### src/design/stdd_pkg.sv
package stdd_pkg;

    localparam int ROW_BYTES     = 52;
    localparam int SCREEN_PIXELS = 400;
    localparam int LIGHT_MAPS    = 32;
    localparam int GRAY_LEVELS   = 65;
    localparam int TEX_SIZE      = 4096;
    localparam int MAX_OUT       = 51;
    localparam int GRAY_SIZE     = LIGHT_MAPS * 256;
    localparam int DITHER_SIZE   = GRAY_LEVELS * 4;
    localparam int QUEUE_DEPTH   = 2;

    typedef enum logic [1:0] {
        OP_DRAW   = 2'd0,
        OP_TEX    = 2'd1,
        OP_GRAY   = 2'd2,
        OP_DITHER = 2'd3
    } t_op;

    typedef enum logic [1:0] {
        CFG_LOW_DETAIL = 2'd0,
        CFG_WINDOW_X   = 2'd1,
        CFG_WINDOW_Y   = 2'd2,
        CFG_UNUSED     = 2'd3
    } t_cfg_index;

    typedef enum logic [1:0] {
        BS_IDLE,
        BS_ISSUE,
        BS_DRAIN,
        BS_FLUSH
    } t_bstate;

    typedef struct packed {
        logic [1:0]         operation;
        logic [12:0]        table_index;
        logic [7:0]         table_data;
        logic [8:0]         x_start;
        logic [8:0]         x_end;
        logic [7:0]         span_row;
        logic [4:0]         light_map;
        logic signed [31:0] u_pos;
        logic signed [31:0] v_pos;
        logic signed [31:0] u_step;
        logic signed [31:0] v_step;
    } t_in_word;

    typedef struct packed {
        logic [13:0] byte_addr;
        logic [7:0]  write_data;
        logic [7:0]  bit_mask;
        logic        last;
    } t_out_word;

    typedef struct packed {
        logic       low_detail;
        logic [8:0] window_x;
        logic [7:0] window_y;
    } t_cfg;

    typedef struct packed {
        t_op         op;
        logic [12:0] index;
        logic [7:0]  data;
        logic [10:0] col0;
        logic [8:0]  count;
        logic [1:0]  drow;
        logic [4:0]  light;
        logic [13:0] base;
        logic [31:0] pos;
        logic [31:0] step;
    } t_cmd;

    typedef struct packed {
        logic valid;
        t_cmd cmd;
    } t_queue_out;

endpackage

### src/design/stdd_front.sv
module stdd_front (
    input  logic                i_clk,
    input  logic                i_rst_n,
    input  stdd_pkg::t_cfg      i_cfg,
    input  logic                i_in_valid,
    output logic                o_in_stall,
    input  stdd_pkg::t_in_word  i_in_word,
    input  logic                i_pop,
    output stdd_pkg::t_queue_out o_queue
);
    import stdd_pkg::*;

    t_cmd        r_q [QUEUE_DEPTH];
    logic        r_wp, r_rp;
    logic [1:0]  r_cnt, n_cnt;
    t_cmd        w_cmd;
    logic        w_keep, w_push, w_pop;
    logic [8:0]  w_row;
    logic [22:0] w_base;

    always_comb begin
        w_row  = {1'b0, i_in_word.span_row} + {1'b0, i_cfg.window_y};
        w_base = 23'(w_row) * 23'(ROW_BYTES);
        w_cmd.op    = t_op'(i_in_word.operation);
        w_cmd.index = i_in_word.table_index;
        w_cmd.data  = i_in_word.table_data;
        w_cmd.col0  = i_cfg.low_detail ?
                      11'({1'b0, i_cfg.window_x}) + 11'({i_in_word.x_start, 1'b0}) :
                      11'({1'b0, i_cfg.window_x}) + 11'(i_in_word.x_start);
        w_cmd.count = i_in_word.x_end - i_in_word.x_start;
        w_cmd.drow  = i_in_word.span_row[1:0];
        w_cmd.light = i_in_word.light_map;
        w_cmd.base  = w_base[13:0];
        w_cmd.pos   = {i_in_word.u_pos[21:6], i_in_word.v_pos[21:6]};
        w_cmd.step  = {i_in_word.u_step[21:6], i_in_word.v_step[21:6]};
        unique case (t_op'(i_in_word.operation))
            OP_DRAW:   w_keep = i_in_word.x_end >= i_in_word.x_start;
            OP_TEX:    w_keep = 32'(i_in_word.table_index) < TEX_SIZE;
            OP_GRAY:   w_keep = 32'(i_in_word.table_index) < GRAY_SIZE;
            OP_DITHER: w_keep = 32'(i_in_word.table_index) < DITHER_SIZE;
            default:   w_keep = 1'b0;
        endcase
    end

    assign o_in_stall = r_cnt == 2'(QUEUE_DEPTH);
    assign w_push     = i_in_valid && !o_in_stall && w_keep;
    assign w_pop      = i_pop && r_cnt != 2'd0;
    assign o_queue.valid = r_cnt != 2'd0;
    assign o_queue.cmd   = r_q[r_rp];

    always_comb begin
        n_cnt = r_cnt + 2'(w_push) - 2'(w_pop);
    end

    always_ff @(posedge i_clk) begin
        if (w_push) begin
            r_q[r_wp] <= w_cmd;
        end
        if (!i_rst_n) begin
            r_wp  <= 1'b0;
            r_rp  <= 1'b0;
            r_cnt <= 2'd0;
        end else begin
            r_cnt <= n_cnt;
            if (w_push) begin
                r_wp <= ~r_wp;
            end
            if (w_pop) begin
                r_rp <= ~r_rp;
            end
        end
    end

endmodule

### config.mk
export PLATFORM = sky130hd
export DESIGN_NAME = stdd_front
export DESIGN_NICKNAME = d
export VERILOG_FILES = /design/src/design/stdd_pkg.sv /design/src/design/stdd_front.sv
export SDC_FILE = /design/constraint.sdc
export NUM_CORES = 1
export LEC_CHECK = 0
export BUFFER_PORTS_ARGS = -buffer_cell sky130_fd_sc_hd__buf_2
export CORE_ASPECT_RATIO = 1.75
export CORE_MARGIN = 2
export CORE_UTILIZATION = 50
export CTS_CLUSTER_DIAMETER = 200
export DETAILED_ROUTE_END_ITERATION = 8
export GPL_TIMING_DRIVEN = 0
export PLACE_DENSITY = 0.77
export SYNTH_ARGS = -nofsm -noshare
export SYNTH_HDL_FRONTEND = slang
export SYNTH_SLANG_ARGS = --single-unit
### constraint.sdc
create_clock -name i_clk -period 21 [get_ports i_clk]
set_clock_uncertainty 0.15 [all_clocks]
set_input_delay 4.2 -clock i_clk [delete_from_list [all_inputs] [get_ports i_clk]]
set_output_delay 4.2 -clock i_clk [all_outputs]
set_load 0.05 [all_outputs]
Word-level counts from Yosys, hierarchy flattened --
Memory sizes are Yosys's and may differ from the RTL's. A register that Yosys moved wholly into a read port is not among the register bits. Index checks and enable logic that the tools add are counted.
Word-level totals: register bits 4, memory bits (writable) 252, input port bits 204, logic and storage cells 32, memories 1
Memories:
- r_q | words 2, width 126, rd ports 1, clocked after Yosys merged registers in 1, write ports 1, line stdd_front.sv:13 | t_cmd r_q [QUEUE_DEPTH];
Operators by class: add/sub/neg operators 6, multiply operators 1, order comparisons 3, equal/unequal tests 4, muxes and demuxes 6, bitwise logic cells 2, reductions and logical operators 6
Operators by type and width (count):
- $lt A13 B13 Y1 const B | 1
- $lt A13 B9 Y1 const B | 1
- $mul A9 B4 Y12 const B | 1
- $add A9 B10 Y11 | 1
- $mux W11 | 1
- $add A9 B9 Y10 | 1
- $add A8 B8 Y9 | 1
- $ge A9 B9 Y1 | 1
- $sub A9 B9 Y9 | 1
- $eq A2 B2 Y1 const B | 3
- $mux W1 | 4
- $pmux W1 S4 | 1
- $logic_and A1 B1 Y1 | 3
- $add A2 B1 Y2 | 1
- $eq A2 B1 Y1 const B | 1
- $logic_not A2 Y1 | 1
- $not A1 Y1 | 2
- $reduce_bool A2 Y1 | 1
- $sub A2 B1 Y2 | 1
- $logic_not A1 Y1 | 1

Longest topological paths before layout --
Gate-level depths: netlist of the first run.
depth in word-level cells 6, depth in mapped cells 15

Least setup slack after synthesis of the first run --
Ideal clock, no wire load.
path type input-to-reg, start input port i_in_word[151] in the netlist's numbering, end memory r_q[0][0] in the netlist's numbering, enable pin, library setup time 0.612 ns, arrival time 10.595 ns, data required time 20.238 ns, path slack 9.642 ns, cell stages on the path 8, path buffers 0, path through inv_1 ha_1 nor2b_1 o31a_1 o21ai_0 a211oi_2 inv_2 nor2_1
On the way: word-level cells in the longest chain between the ends 5
Ends and longest elaborated chain:
- start, declared | line stdd_front.sv:7 | input stdd_pkg::t_in_word i_in_word,
- $ge A9 B9 Y1 | line stdd_front.sv:37 | OP_DRAW: w_keep = i_in_word.x_end >= i_in_word.x_start;
- $pmux W1 S4 | line stdd_front.sv:36 | unique case (t_op'(i_in_word.operation))
- $logic_and A1 B1 Y1 | line stdd_front.sv:46 | assign w_push = i_in_valid && !o_in_stall && w_keep;
- $mux W1 | line stdd_front.sv:56 | if (w_push) begin
- $mux W1 (implied by the code) | line stdd_front.sv:57 | r_q[r_wp] <= w_cmd;
- end, declared | line stdd_front.sv:13
No other way between the ends.

Worst setup path after layout of the first run --
start input port i_cfg[0] in the netlist's numbering, end memory r_q[1][75] in the netlist's numbering, data pin
On the way: word-level cells in the longest chain between the ends 2
Ends and longest elaborated chain:
- start, declared | line stdd_front.sv:4 | input stdd_pkg::t_cfg i_cfg,
- $add A8 B8 Y9 | line stdd_front.sv:22 | w_row = {1'b0, i_in_word.span_row} + {1'b0, i_cfg.window_y};
- $mul A9 B4 Y12 | line stdd_front.sv:23 | w_base = 23'(w_row) * 23'(ROW_BYTES);
- named net w_base[13] | line stdd_front.sv:19 | logic [22:0] w_base;
The timed path passes the listed nets, and every way through them passes these cells.

==> results.py, run 1 <==
metrics = {
    "detailed_routing": {
        "viasPerCell": 5.21,
        "firstDrtPassIters": 4,
        "ant_nets": 0,
        "drc": 0,
        "wl_um": 24200,
        "vias": 6970,
        "first_iter_violations": 328,
        "wl_per_cell_um": 18.1,
    },
    "sta": {
        "drv_slew": 0,
        "postLayoutSetupSlackWorst_ns": 13.46,
        "fin_crit_ns": 7.54,
        "rsz0062_at_grt": "false",
        "max_slew_margin_pct": 52.6,
        "finalHoldViolations": 0,
        "worstMarginPinSlew_ns": 0.712,
        "fin_setup_tns_ns": 0,
        "final_min_period_over_clock_period_pct": 35.9,
        "setup_viol": 0,
        "max_freq_mhz": 133,
    },
    "pwr": {
        "pwr-share-seq_pct": 36.6,
        "cellLeakagePower_nw": 5.53,
        "vdd_ir_drop_max_uv": 96.8,
        "p_comb_share_pct": 40.2,
        "p_sw_share_pct": 38.3,
        "p_int_mw": 1.09,
        "clockPowerShare_pct": 23.2,
        "p_sw_mw": 0.676,
        "power_mw": 1.76,
        "powerDensity_nw_per_um2": 124,
    },
    "finish": {
        "final_common_cell": "buf_2",
        "most-common-layout-cells": "buf_2 (271), edfxtp_1 (252), mux2_2 (127), ha_1 (57), inv_1 (34)",
        "final_nets": 1283,
        "fin_cells": 1337,
        "drive_above_1_share_pct": 44.2,
        "stdcell_area_um2": 14200,
        "area_delta_synth_final_pct": 22.7,
    },
    "synthesis": {
        "ys_seq_area_share_pct": 66.3,
        "synth_top_area_share_pct": 65.4,
        "synth_flop_cell": "edfxtp_1",
        "async_reset_ff_share_pct": 0,
        "synth_warnings": 0,
        "synth_area_leaders": "edfxtp_1 (65%), mux2_2 (12%), ha_1 (6.2%)",
        "ys_ff_latch": 257,
        "synth_edf_count": 252,
        "synth_area_leader_cell": "edfxtp_1",
        "synth_area_um2": 11600,
        "avgSynthCellArea_um2": 16.2,
        "synth_cell_types": 53,
        "syn_inst": 713,
    },
    "placement": {
        "dpl.hpwl_um": 18000,
        "io_buffers": 267,
        "pre_cts_slack_ns": 12.92,
        "dp_cells": 1287,
        "place_area_um2": 13400,
        "gp_congestion": 0.859,
    },
    "worst_setup_path": {
        "crit_path_end_kind": "register",
        "rrSetupSlack_ns": 18.45,
        "path_cells": "buf_2, ha_1, fa_1, a21o_1, a21oi_1, nor2b_1, o31a_1, a21oi_1, ha_1, fa_1, ha_1, or3_1, o22ai_1, xnor2_1",
        "crit_required_ns": 21.09,
        "cp.arrival_ns": 7.63,
        "critPathMaxFanout": 4,
        "cp_slowest_stage_delay_ns": 0.46,
        "start_kind": "input pin",
        "critPathKind": "input pin to register",
        "crit_top_cell": "ha_1",
        "r2r_start": "r_cnt[1]",
        "cp_slowest_cell": "fa_1",
        "reg2reg_to": "r_q[0][48]",
        "ff2ff_path_depth": 7,
    },
    "floorplan": {
        "initial_utilization_pct": 50.8,
        "design.portCount": 334,
        "core_um2": 22700,
        "dieArea_um2": 24400,
        "dieHeight_um": 205,
        "num_rows": 73,
        "die_x_um": 119,
    },
    "clock_tree": {
        "cts_inserted_buffers": 24,
        "clkSlewWorstSetupHoldPaths_ns": 0.07,
        "cts_sinks": 257,
        "cts_buffer_depth": 3,
        "cts_hold_buffers": 0,
        "cts_setup_buffers": 0,
        "cts_resized": 0,
        "h-tree-depth": 1,
        "cts_tree": "done",
        "clock-root-buffer": "clkbuf_16",
        "clk_latency_ns": 0.53,
    },
    "run": {
        "drv_cap": 0,
    },
    "global_routing": {
        "antenna_found_initial": 7,
        "grtUsageTotal_pct": 19.5,
        "grt_pass1_vias": 7350,
        "gr-total-overflow": 0,
        "grt_max_degree": 65,
        "grt_pass1_wl_um": 36900,
    },
    "hold_path": {
        "min_to": "r_wp",
        "hp-class": "register to register",
        "min-delay-start": "r_wp",
        "hold-path-cell-count": 2,
    },
    "status": {
        "status": "completed",
    },
}
critical path, delay by kind of cell:
family,cells,cell delay [ns]
adder cells (fa/ha/maj),5,1.60
XOR/XNOR,1,0.15
AO/OA/AOI/OAI,5,1.12
buffers and inverters,1,0.10
AND/OR/NAND/NOR,2,0.46
worst max path at each step:
stage	from	end	slack (ns)	cells past startpoint
global route	i_in_word[133]	r_q[1][75]	13.22	15
floorplan	i_in_word[151]	r_q[0][0]	9.64	8
finish	i_cfg[0]	r_q[1][75]	13.46	14
CTS	i_cfg[0]	r_q[1][75]	13.46	14
detailed placement	i_cfg[0]	r_q[0][75]	12.92	14
global placement	i_in_word[151]	r_q[0][32]	6.20	9
power by group through the flow:
stage | registers, mW | logic [mW] | clock network, mW
floorplan | 0.659 | 0.554 | 0
global placement | 0.664 | 0.701 | 0
detailed placement | 0.657 | 0.714 | 0
CTS | 0.646 | 0.718 | 0.421
global route | 0.649 | 0.761 | 0.438
finish | 0.646 | 0.710 | 0.409
registers in the layout, summed over array words and instances (netlist names), named ones only:
register  cells
r_cnt         2
r_rp          1
r_q         252
r_wp          1
cell families (layout without fill, tap and decap cells):
group	count (synthesis)	in the layout	share of synthesized area (%)
fa+ha+maj	66	66	7.72
compound gates	94	94	5.33
other cells	1	10	0.0324
simple gates	82	82	3.87
xor+xnor	29	29	2.20
buf+inv	53	368	1.83
flops	257	257	66.3
mux	131	131	12.7
Yosys cell counts, drive strengths merged (3+ instances only):
cell,instances
o31a,3
a21oi,26
inv,35
nand2b,9
nor2,22
a211oi,9
and2,5
mux2i,4
fa,9
edfxtp,252
ha,57
buf,6
dfxtp,5
a21o,10
nor3,5
o21ai,23
clkbuf,12
or2,5
nor2b,10
xor2,10
o21bai,3
o21a,6
mux2,127
or3,5
xnor2,19
nand2,11
layer usage:
layer	global-route usage [%]	routed length, um
met2	36.2	13200
met4	10.4	951
met3	4.85	1640
met5	0	11
met1	19.8	8460
per-stage QoR:
stage	util (%)	hold WS, ns
5_1_grt	62.4	0.419
6_report	62.4	0.382
4_1_cts	62.3	0.387
3_5_place_dp	59.0	0.376
3_3_place_gp	58.4	0.311
2_1_floorplan	-	0.301
area by class of cell:
type                            count  area (um^2)
Clock inverter                     16          115
Inverter                           35          131
Fill cell                        1766         8550
Clock buffer                       26          629
Sequential cell                   257         7670
Antenna cell                        8         20.0
Multi-Input combinational cell    404         3700
Tap cell                          300          375
Timing Repair Buffer              273         1470
Buffer                             18         80.1
Power figures use the tool's default switching activity.
==> inputs of run 2 (changes only) <==
clock period = 7.2 ns   (was 21 ns; I/O delays follow)
==> results.py, run 2 (same netlist as run 1, synthesis figures left out) <==
metrics = {
    "status": {
        "status": "completed",
    },
    "global_routing": {
        "antenna_found_initial": 5,
        "grtUsageTotal_pct": 19.4,
        "grt_pass1_vias": 7316,
        "gr-total-overflow": 0,
        "grt_max_degree": 62,
        "grt_pass1_wl_um": 37000,
    },
    "clock_tree": {
        "cts_resized": 0,
        "h-tree-depth": 1,
        "cts_sinks": 257,
        "cts_setup_buffers": 0,
        "clkSlewWorstSetupHoldPaths_ns": 0.06,
        "cts_tree": "done",
        "clk_latency_ns": 0.52,
        "cts_inserted_buffers": 24,
        "cts_hold_buffers": 0,
        "cts_buffer_depth": 3,
        "clock-root-buffer": "clkbuf_16",
    },
    "sta": {
        "rsz0062_at_grt": "false",
        "drv_slew": 0,
        "whs_ns": 0.383,
        "finalHoldViolations": 0,
        "fin_crit_ns": 4.80,
        "fin_setup_tns_ns": 0,
        "max_slew_margin_pct": 53.4,
        "worstMarginPinSlew_ns": 0.700,
        "setup_viol": 0,
        "max_freq_mhz": 208,
        "final_min_period_over_clock_period_pct": 66.6,
    },
    "detailed_routing": {
        "ant_nets": 0,
        "drc": 0,
        "vias": 7058,
        "first_iter_violations": 332,
        "viasPerCell": 5.30,
        "firstDrtPassIters": 5,
        "wl_um": 23900,
        "wl_per_cell_um": 17.9,
    },
    "floorplan": {
        "initial_utilization_pct": 50.8,
        "dieArea_um2": 24400,
        "die_x_um": 119,
        "core_um2": 22700,
        "design.portCount": 334,
        "dieHeight_um": 205,
        "num_rows": 73,
    },
    "finish": {
        "most-common-layout-cells": "buf_2 (271), edfxtp_1 (252), mux2_2 (127), ha_1 (57), inv_1 (34)",
        "fin_cells": 1332,
        "final_nets": 1283,
        "multi_input_area_um2": 3700,
        "register_area_um2": 7670,
        "top_register": "r_q",
        "largest_reg_flops": 252,
        "final_util_pct": 62.4,
        "drive_above_1_share_pct": 44.1,
        "area_delta_synth_final_pct": 22.8,
        "reg.largest.list": "r_q x252, r_cnt x2",
        "nFillCells": 1720,
        "final_common_cell": "buf_2",
    },
    "pwr": {
        "power_mw": 5.17,
        "p_comb_share_pct": 40.2,
        "p_int_mw": 3.21,
        "clockPowerShare_pct": 23.4,
        "powerDensity_nw_per_um2": 364,
        "p_sw_mw": 1.96,
        "p_sw_share_pct": 37.9,
        "cellLeakagePower_nw": 5.54,
        "vdd_ir_drop_max_uv": 277,
        "pwr-share-seq_pct": 36.4,
    },
    "placement": {
        "dpl.hpwl_um": 17900,
        "dp_cells": 1287,
        "io_buffers": 267,
        "gp_congestion": 0.868,
    },
    "worst_setup_path": {
        "crit_required_ns": 7.30,
        "start_kind": "input pin",
        "critPathKind": "input pin to register",
        "rrSetupSlack_ns": 4.40,
        "crit_path_end_kind": "register",
        "cp.arrival_ns": 4.89,
        "ff2ff_path_depth": 8,
        "r2r_start": "r_cnt[1]",
        "critPathMaxFanout": 4,
        "reg2reg_to": "r_q[0][56]",
        "critical_path.startpoint": "i_cfg[0]",
        "endpoint": "r_q[1][75]",
    },
    "hold_path": {
        "hp-class": "register to register",
    },
    "run": {
        "drv_cap": 0,
    },
}
-- run 2: changes by cell type in the layout (fill, tap and decap cells not counted), sizes merged --
cell      delta
diode        -5
clkbuf       +3
clkinv       -3
bufinv       +1
clkinvlp     -1
-- run 2: routing by layer --
layer | wire [um] | up-vias | track usage, % | share of wire (%)
met1 | 8340 | 3405 | 20.5 | 35
met3 | 1770 | 58 | 4.85 | 7.4
met5 | 0 | - | 0 | 0
met4 | 1010 | 0 | 8.55 | 4.2
met2 | 12800 | 269 | 36.0 | 53
li1 | - | 3326 | - | -
-- run 2: critical path, cell delays in order --
cell and delay (ns):
buf_2 0.10, ha_1 0.22, fa_1 0.40, a21o_1 0.17, a21oi_1 0.28, nor2b_1 0.10
o31a_1 0.28, a21oi_1 0.20, ha_1 0.28, fa_1 0.47, ha_1 0.26, or3_1 0.35
o22ai_1 0.19, xnor2_1 0.14
-- run 2: through the flow --
step / setup WS, ns / instance area (um^2)
final: 2.40 / 14200
after floorplan: 0.732 / 11600
after CTS: 2.39 / 14200
after global placement: -1.48 / 13300
after detailed placement: 1.85 / 13400
after global routing: 2.14 / 14200
-- run 2: layout make-up --
cell class / instances / share of cell area [%]
inverter: 35 / 0.925
clock inverter: 13 / 0.828
multi-input combinational: 404 / 26.1
buffer: 18 / 0.564
antenna: 3 / 0.0529
timing repair buffer: 273 / 10.4
sequential: 257 / 54.0
clock buffer: 29 / 4.51
tap: 300 / 2.64
-- run 2: how the worst min path moves through the flow --
stage | from | cells past startpoint | to | slack, ns
detailed placement | r_wp | 2 | r_wp | 0.38
finish | r_wp | 2 | r_wp | 0.38
floorplan | r_wp | 2 | r_wp | 0.31
CTS | r_wp | 2 | r_wp | 0.39
global placement | r_wp | 2 | r_wp | 0.32
global route | r_wp | 2 | r_wp | 0.42
-- run 2: power groups by stage --
stage | sequential (mW) | clock (mW) | combinational [mW]
after global routing | 1.89 | 1.30 | 2.22
after detailed placement | 1.92 | 0 | 2.09
final | 1.88 | 1.21 | 2.08
after CTS | 1.88 | 1.25 | 2.10
after global placement | 1.93 | 0 | 2.04
after floorplan | 1.92 | 0 | 1.62
